<file path="src/rtl/prfl_pkg.sv">
// Shared constants and types for the page replacement frame table.
package prfl_pkg;

    localparam int FRAMES  = 8;
    localparam int FRAME_W = 3;
    localparam int PAGE_W  = 16;
    localparam int TOTAL_W = 32;
    localparam int COUNT_W = 4;
    localparam int CFG_W   = 4;

    typedef logic [PAGE_W-1:0]  t_page;
    typedef logic [FRAME_W-1:0] t_frame;
    typedef logic [TOTAL_W-1:0] t_total;
    typedef logic [COUNT_W-1:0] t_count;
    typedef logic [CFG_W-1:0]   t_cfg_data;

    // Configuration register indexes
    localparam logic CFG_POLICY = 1'b0;
    localparam logic CFG_FRAMES = 1'b1;

    // Replacement policy codes
    localparam logic POLICY_FIFO = 1'b0;
    localparam logic POLICY_LRU  = 1'b1;

    localparam t_count FRAMES_RESET = t_count'(FRAMES);

endpackage

</file>
<file path="src/rtl/prfl_req_if.sv">
// Request channel carrying one page reference.
interface prfl_req_if;
    import prfl_pkg::*;

    logic  valid;
    logic  ready;
    t_page page_number;

    modport source (output valid, output page_number, input ready);
    modport sink   (input valid, input page_number, output ready);
endinterface

</file>
<file path="src/rtl/prfl_res_if.sv">
// Result channel carrying hit status, frame and running totals.
interface prfl_res_if;
    import prfl_pkg::*;

    logic   valid;
    logic   ready;
    logic   was_hit;
    t_frame frame_index;
    t_total hit_total;
    t_total miss_total;

    modport source (output valid, output was_hit, output frame_index,
                    output hit_total, output miss_total, input ready);
    modport sink   (input valid, input was_hit, input frame_index,
                    input hit_total, input miss_total, output ready);
endinterface

</file>
<file path="src/rtl/page_replacement_fifo_lru.sv">
// Fully associative frame table with FIFO or LRU replacement and hit/miss totals.
// A request is held in the request register, then moves into the result register.
// Throughput: one request per cycle while o_res.ready allows; the tag compare, victim
// pick and rank update all sit between the request register and the result register.
// Reset (synchronous, active low) sets FIFO mode, eight frames and an empty table.
module page_replacement_fifo_lru (
    input  logic                  i_clk,
    input  logic                  i_rst_n,
    prfl_req_if.sink              i_req,
    prfl_res_if.source            o_res,
    input  logic                  i_cfg_we,
    input  logic                  i_cfg_index,
    input  prfl_pkg::t_cfg_data   i_cfg_data
);
    import prfl_pkg::*;

    // Configuration
    logic   r_policy;
    t_count r_frames;

    // Table state
    t_page              r_pages [FRAMES];
    logic [FRAMES-1:0]  r_valid;
    t_frame             r_rank  [FRAMES];
    t_frame             r_fifo_ptr;
    t_total             r_hits;
    t_total             r_misses;

    // Request register
    logic  r_in_valid;
    t_page r_in_page;

    // Result register
    logic   r_out_valid;
    logic   r_out_hit;
    t_frame r_out_frame;

    // Next-state values
    logic              n_hit;
    t_frame            n_frame;
    logic              n_was_valid;
    t_frame            n_fifo_ptr;
    t_frame            n_rank [FRAMES];
    t_total            n_hits;
    t_total            n_misses;

    logic advance;

    assign advance     = r_in_valid && (!r_out_valid || o_res.ready);
    assign i_req.ready = !r_in_valid || advance;

    assign o_res.valid       = r_out_valid;
    assign o_res.was_hit     = r_out_hit;
    assign o_res.frame_index = r_out_frame;
    assign o_res.hit_total   = r_hits;
    assign o_res.miss_total  = r_misses;

    // Compare, pick the victim and age the ranks
    always_comb begin
        t_count            active;
        logic [FRAMES-1:0] act;
        logic [FRAMES-1:0] match;
        t_frame            hit_idx;
        t_frame            empty_idx;
        logic              any_empty;
        t_frame            oldest_idx;
        t_frame            oldest;
        t_frame            fifo_frame;
        t_frame            victim;
        t_frame            old_rank;

        if (r_frames == '0) begin
            active = t_count'(1);
        end else if (r_frames > FRAMES_RESET) begin
            active = FRAMES_RESET;
        end else begin
            active = r_frames;
        end

        for (int i = 0; i < FRAMES; i++) begin
            act[i]   = t_count'(i) < active;
            match[i] = act[i] && r_valid[i] && (r_pages[i] == r_in_page);
        end

        // Lowest matching frame and lowest empty active frame
        hit_idx   = '0;
        empty_idx = '0;
        any_empty = 1'b0;
        for (int i = FRAMES - 1; i >= 0; i--) begin
            if (match[i]) begin
                hit_idx = t_frame'(i);
            end
            if (act[i] && !r_valid[i]) begin
                empty_idx = t_frame'(i);
                any_empty = 1'b1;
            end
        end
        n_hit = |match;

        // Oldest active frame, ties to the lowest index
        oldest_idx = '0;
        oldest     = r_rank[0];
        for (int i = 1; i < FRAMES; i++) begin
            if (act[i] && (r_rank[i] > oldest)) begin
                oldest     = r_rank[i];
                oldest_idx = t_frame'(i);
            end
        end

        // Round-robin pointer
        fifo_frame = (t_count'(r_fifo_ptr) < active) ? r_fifo_ptr : '0;

        if (r_policy == POLICY_FIFO) begin
            victim = fifo_frame;
        end else begin
            victim = any_empty ? empty_idx : oldest_idx;
        end

        n_frame     = n_hit ? hit_idx : victim;
        n_was_valid = r_valid[n_frame];

        n_fifo_ptr = r_fifo_ptr;
        if (!n_hit && (r_policy == POLICY_FIFO)) begin
            n_fifo_ptr = (t_count'(fifo_frame) + t_count'(1) >= active)
                         ? '0 : fifo_frame + t_frame'(1);
        end

        // Make the chosen frame most recent
        old_rank = r_rank[n_frame];
        for (int i = 0; i < FRAMES; i++) begin
            n_rank[i] = r_rank[i];
            if (t_frame'(i) == n_frame) begin
                n_rank[i] = '0;
            end else if (act[i] && r_valid[i] &&
                         (!n_was_valid || (r_rank[i] < old_rank))) begin
                n_rank[i] = r_rank[i] + t_frame'(1);
            end
        end

        // Saturating totals
        n_hits   = r_hits;
        n_misses = r_misses;
        if (n_hit) begin
            if (r_hits != '1) begin
                n_hits = r_hits + t_total'(1);
            end
        end else begin
            if (r_misses != '1) begin
                n_misses = r_misses + t_total'(1);
            end
        end
    end

    // Hold the request, advance it into the result register
    always_ff @(posedge i_clk) begin
        if (!i_rst_n) begin
            r_in_valid  <= 1'b0;
            r_out_valid <= 1'b0;
        end else begin
            if (i_req.valid && i_req.ready) begin
                r_in_valid <= 1'b1;
            end else if (advance) begin
                r_in_valid <= 1'b0;
            end
            if (advance) begin
                r_out_valid <= 1'b1;
            end else if (o_res.ready) begin
                r_out_valid <= 1'b0;
            end
        end
    end

    always_ff @(posedge i_clk) begin
        if (i_req.valid && i_req.ready) begin
            r_in_page <= i_req.page_number;
        end
        if (advance) begin
            r_out_hit   <= n_hit;
            r_out_frame <= n_frame;
        end
    end

    // Fill the victim frame's page
    always_ff @(posedge i_clk) begin
        if (advance && !n_hit) begin
            r_pages[n_frame] <= r_in_page;
        end
    end

    // Update configuration and table state; a configuration write clears the table
    always_ff @(posedge i_clk) begin
        if (!i_rst_n) begin
            r_policy   <= POLICY_FIFO;
            r_frames   <= FRAMES_RESET;
            r_valid    <= '0;
            r_fifo_ptr <= '0;
            r_hits     <= '0;
            r_misses   <= '0;
            for (int i = 0; i < FRAMES; i++) begin
                r_rank[i] <= '0;
            end
        end else if (i_cfg_we) begin
            unique case (i_cfg_index)
                CFG_POLICY: r_policy <= i_cfg_data[0];
                CFG_FRAMES: r_frames <= i_cfg_data;
                default:    r_policy <= r_policy;
            endcase
            r_valid    <= '0;
            r_fifo_ptr <= '0;
            r_hits     <= '0;
            r_misses   <= '0;
            for (int i = 0; i < FRAMES; i++) begin
                r_rank[i] <= '0;
            end
        end else if (advance) begin
            r_valid[n_frame] <= 1'b1;
            r_fifo_ptr       <= n_fifo_ptr;
            r_hits           <= n_hits;
            r_misses         <= n_misses;
            for (int i = 0; i < FRAMES; i++) begin
                r_rank[i] <= n_rank[i];
            end
        end
    end

endmodule
</file>
<file path="src/flat_wrapper.sv">
// flat-port wrapper written by rule: the top's interface ports become plain ports
module page_replacement_fifo_lru_flat import prfl_pkg::*;
  (i_clk, i_rst_n, i_cfg_we, i_cfg_index, i_cfg_data, i_req_valid, i_req_page_number, i_req_ready, o_res_valid, o_res_was_hit, o_res_frame_index, o_res_hit_total, o_res_miss_total, o_res_ready);
  prfl_req_if i_req_i ();
  prfl_res_if o_res_i ();
  input  logic i_clk;
  input  logic i_rst_n;
  input  logic i_cfg_we;
  input  logic i_cfg_index;
  input  prfl_pkg::t_cfg_data i_cfg_data;
  input wire logic [$bits(i_req_i.valid)-1:0] i_req_valid;
  input wire logic [$bits(i_req_i.page_number)-1:0] i_req_page_number;
  output wire logic [$bits(i_req_i.ready)-1:0] i_req_ready;
  output wire logic [$bits(o_res_i.valid)-1:0] o_res_valid;
  output wire logic [$bits(o_res_i.was_hit)-1:0] o_res_was_hit;
  output wire logic [$bits(o_res_i.frame_index)-1:0] o_res_frame_index;
  output wire logic [$bits(o_res_i.hit_total)-1:0] o_res_hit_total;
  output wire logic [$bits(o_res_i.miss_total)-1:0] o_res_miss_total;
  input wire logic [$bits(o_res_i.ready)-1:0] o_res_ready;
  assign i_req_i.valid = i_req_valid;
  assign i_req_i.page_number = i_req_page_number;
  assign i_req_ready = i_req_i.ready;
  assign o_res_valid = o_res_i.valid;
  assign o_res_was_hit = o_res_i.was_hit;
  assign o_res_frame_index = o_res_i.frame_index;
  assign o_res_hit_total = o_res_i.hit_total;
  assign o_res_miss_total = o_res_i.miss_total;
  assign o_res_i.ready = o_res_ready;
  page_replacement_fifo_lru u_core (.i_clk(i_clk), .i_rst_n(i_rst_n), .i_req(i_req_i), .o_res(o_res_i), .i_cfg_we(i_cfg_we), .i_cfg_index(i_cfg_index), .i_cfg_data(i_cfg_data));
endmodule
</file>
<file path="config.mk">
export PLATFORM = sky130hd
export DESIGN_NAME = page_replacement_fifo_lru_flat
export DESIGN_NICKNAME = d
export VERILOG_FILES = /design/src/rtl/prfl_pkg.sv /design/src/rtl/prfl_req_if.sv /design/src/rtl/prfl_res_if.sv /design/src/rtl/page_replacement_fifo_lru.sv /design/src/flat_wrapper.sv
export SDC_FILE = /design/constraint.sdc
export NUM_CORES = 1
export LEC_CHECK = 0
export ABC_AREA = 1
export BUFFER_PORTS_ARGS = -buffer_cell sky130_fd_sc_hd__buf_2
export CAP_MARGIN = 20
export CORE_MARGIN = 2
export CORE_UTILIZATION = 60
export CTS_BUF_LIST = sky130_fd_sc_hd__clkbuf_16
export CTS_CLUSTER_DIAMETER = 50
export DETAILED_ROUTE_END_ITERATION = 12
export PLACE_DENSITY = 0.84
export SLEW_MARGIN = 20
export SYNTH_ARGS = -nofsm -noshare
export SYNTH_HDL_FRONTEND = slang
export SYNTH_SLANG_ARGS = --single-unit
</file>
<file path="constraint.sdc">
create_clock -name i_clk -period 23.2 [get_ports i_clk]
set_input_delay 2.32 -clock i_clk [delete_from_list [all_inputs] [get_ports i_clk]]
set_output_delay 2.32 -clock i_clk [all_outputs]
set_load 0.005 [all_outputs]
</file>
==> flow_summary.yaml <==
grt:
  grtUsageTotal: 0.3068
  grt_pass1_wl_microns: 60140
  grt_max_degree: 43
  grt_pass1_vias: 11860
  antenna_found_initial: 0
  overflow: 0
worst_setup_path:
  slowest_stage: "a32oi_1"
  crit_type: "reg -> reg"
  critPathMaxFanout: 10
  arrival_ns: 11.01
  cpMostUsedCell: "o21ai_0"
  cp.required_ns: 23.42
  endpoint_kind: "flip-flop"
  critPathLaunchType: "flip-flop"
  critical-path-max-stage-delay_ns: 0.91
die:
  io_pins: 96
  dieArea_sq_mm: 0.02490
  start_util: 0.6084
  die_h_microns: 157.8
  die_width_microns: 157.8
  core_sq_mm: 0.02333
  rows: 56
routing:
  drt-met1-wl_microns: 15640
  vias: 12490
  via_per_inst: 5.920
  dr_wl_met3_microns: 3713
  routed_wl_microns: 38330
  drc_errors: 0
  topRoutingLayerUsed: "met4"
  routedWlPerCell_microns: 18.17
  initialDrtViolationCount: 1367
  dr_wl_met2_microns: 17620
  firstDrtPassIters: 8
  drtAntennaViolNets: 0
place:
  place_inst: 2055
  place_hpwl_microns: 27680
  gp_congestion: 0.9830
  port_buffers: 95
clock_tree:
  clock-sinks: 254
  cts-resized-gates: 0
  clk_latency_ns: 0.56
  h-tree-depth: 1
  cts_tree: "done"
  cts_setup_buffers: 0
  numCtsBuffers: 29
  postCtsHoldBufs: 0
  path_clk_slew_ns: 0.06
  cts.path.max_buffers: 3
  root_buffer: "clkbuf_16"
synthesis:
  ys_warn_count: 0
  synth_seq_cells: 254
  synth_edf_count: 169
  async_flop_share: 0
  ys_top_cells_by_count: "nand2_1, inv_1, nor2_1, edfxtp_1, a21oi_1"
  yosysUniqueCellTypes: 59
  netlist_area_sq_mm: 0.01419
  synth_area_per_cell_sq_um: 8.567
  syn_inst: 1657
  syn_nets: 1721
  synth_most_common_cell: "nand2_1"
  ys_seq_area_frac: 0.4774
  synth.area.top_cells: "edfxtp_1, dfxtp_1, nand2_1"
  synth.top_cell.area_share: 0.3575
  synth_area_leader_cell: "edfxtp_1"
  synth-main-ff-cell: "edfxtp_1"
job:
  maxCapViolCount: 0
power_and_ir_drop:
  p_per_area_mw_per_mm2: 70.06
  vdd_drop_max_mv: 0.07613
  power.leakage_nw: 6.356
  total_power_w: 0.001122
finish:
  diodes: 0
  areaGrowthSynthToFinish_pct: 12.78
  drive_gt1_frac: 0.1508
  postLayoutCoreUtil: 0.6861
  fin_cells: 2109
  nets: 1831
timing:
  worstMarginPinSlew_ns: 1.138
  whs_ns: 0.4961
  hold_viol: 0
  rsz0062_at_grt: "false"
  fmax_mhz: 92.68
  setup_viol: 0
  fin_worst_skew_ns: 0.01670
  finalCriticalPeriod_ns: 10.79
  slew_headroom: 0.2415
  drv_slew: 0
  tns_ns: 0
  timing.final.crit_share: 0.4651
status:
  status: "complete, no violations"
worst_hold_path:
  hp-class: "reg -> reg"
## final cells by class
class / instances / area [sq um]
fill: 1824 / 7323
sequential: 254 / 6777
multi-input combinational: 1127 / 6315
inverter: 247 / 929.6
clock buffer: 29 / 725.7
timing repair buffer: 108 / 573.1
tap: 319 / 399.1
clock inverter: 25 / 290.3
## stage by stage
stage | instance area, sq um | worst slack, ns
after floorplan | 14190 | 14.20
after global placement | 14990 | 13.08
after detailed placement | 14990 | 12.63
after CTS | 16010 | 12.59
after global routing | 16010 | 11.48
final | 16010 | 12.41
## where the power goes
| group | switching, W | internal (W) | total [W] |
|---|---|---|---|
| clock network | 0.000193 | 0.000287 | 0.000480 |
| logic | 0.0000878 | 0.0000462 | 0.000134 |
| registers | 0.0000161 | 0.000492 | 0.000508 |
## worst paths after layout
path,start,to,slack (ns),depth (start not counted)
hold / removal,u_core.o_res.hit_total[11]$_SDFFE_PP0P_,u_core.o_res.hit_total[11]$_SDFFE_PP0P_,0.50,2
setup / recovery,u_core.r_rank[1][2]$_SDFFCE_PP0P_,u_core.r_rank[5][2]$_SDFFCE_PP0P_,12.41,56
setup reg to reg,u_core.r_rank[1][2]$_SDFFCE_PP0P_,u_core.r_rank[5][2]$_SDFFCE_PP0P_,12.41,56
hold reg to reg,u_core.o_res.hit_total[11]$_SDFFE_PP0P_,u_core.o_res.hit_total[11]$_SDFFE_PP0P_,0.50,2
## cells by family after synthesis
group                      synth area share
buffers and inverters               0.07792
and+or+nand+nor                      0.2738
AOI/OAI and AO/OA                   0.09299
DFF                                  0.4774
xor gates and xnor gates            0.04442
adders and majority gates           0.03350
## flip-flops by register name (all words and copies together) (netlist names)
name	count
u_core.o_res.hit_total	32
u_core.o_res.valid	1
u_core.r_fifo_ptr	3
u_core.r_in_valid	1
u_core.r_in_page	16
u_core.o_res.miss_total	32
u_core.r_valid	8
u_core.r_frames	4
u_core.r_policy	1
u_core.r_rank	24
u_core.r_pages	128
u_core.o_res.was_hit	1
u_core.o_res.frame_index	3
## cells in the final DEF, fill, tap and decap left out, drive strengths merged, types with 5 or more instances in the layout
cell type | netlist | routed
a211oi | 5 | 5
a21oi | 95 | 95
a31oi | 8 | 8
buf | 19 | 108
bufinv | 0 | 5
clkbuf | 10 | 29
clkinv | 3 | 15
dfxtp | 85 | 85
edfxtp | 169 | 169
ha | 38 | 38
inv | 244 | 251
nand2 | 262 | 262
nand3 | 68 | 68
nand3b | 11 | 11
nand4 | 63 | 63
nor2 | 213 | 213
nor3 | 71 | 71
nor4 | 54 | 54
o2111ai | 7 | 7
o21ai | 87 | 87
or2 | 37 | 37
xnor2 | 25 | 25
xor2 | 47 | 47
## layer usage
layer | track usage | vias up
met5 | 0 | -
met4 | 0.1177 | 0
met2 | 0.4903 | 670
met3 | 0.04654 | 112
li1 | - | 5901
met1 | 0.4235 | 5802
## critical path: cells and delay by family (launching register included)
kind	cells	cell delay (ns)
AOI/OAI and AO/OA	20	4.44
adders and majority gates	8	2.57
DFF	1	0.50
buffers and inverters	3	0.19
and+or+nand+nor	25	2.76
Power figures use the tool's default switching activity.
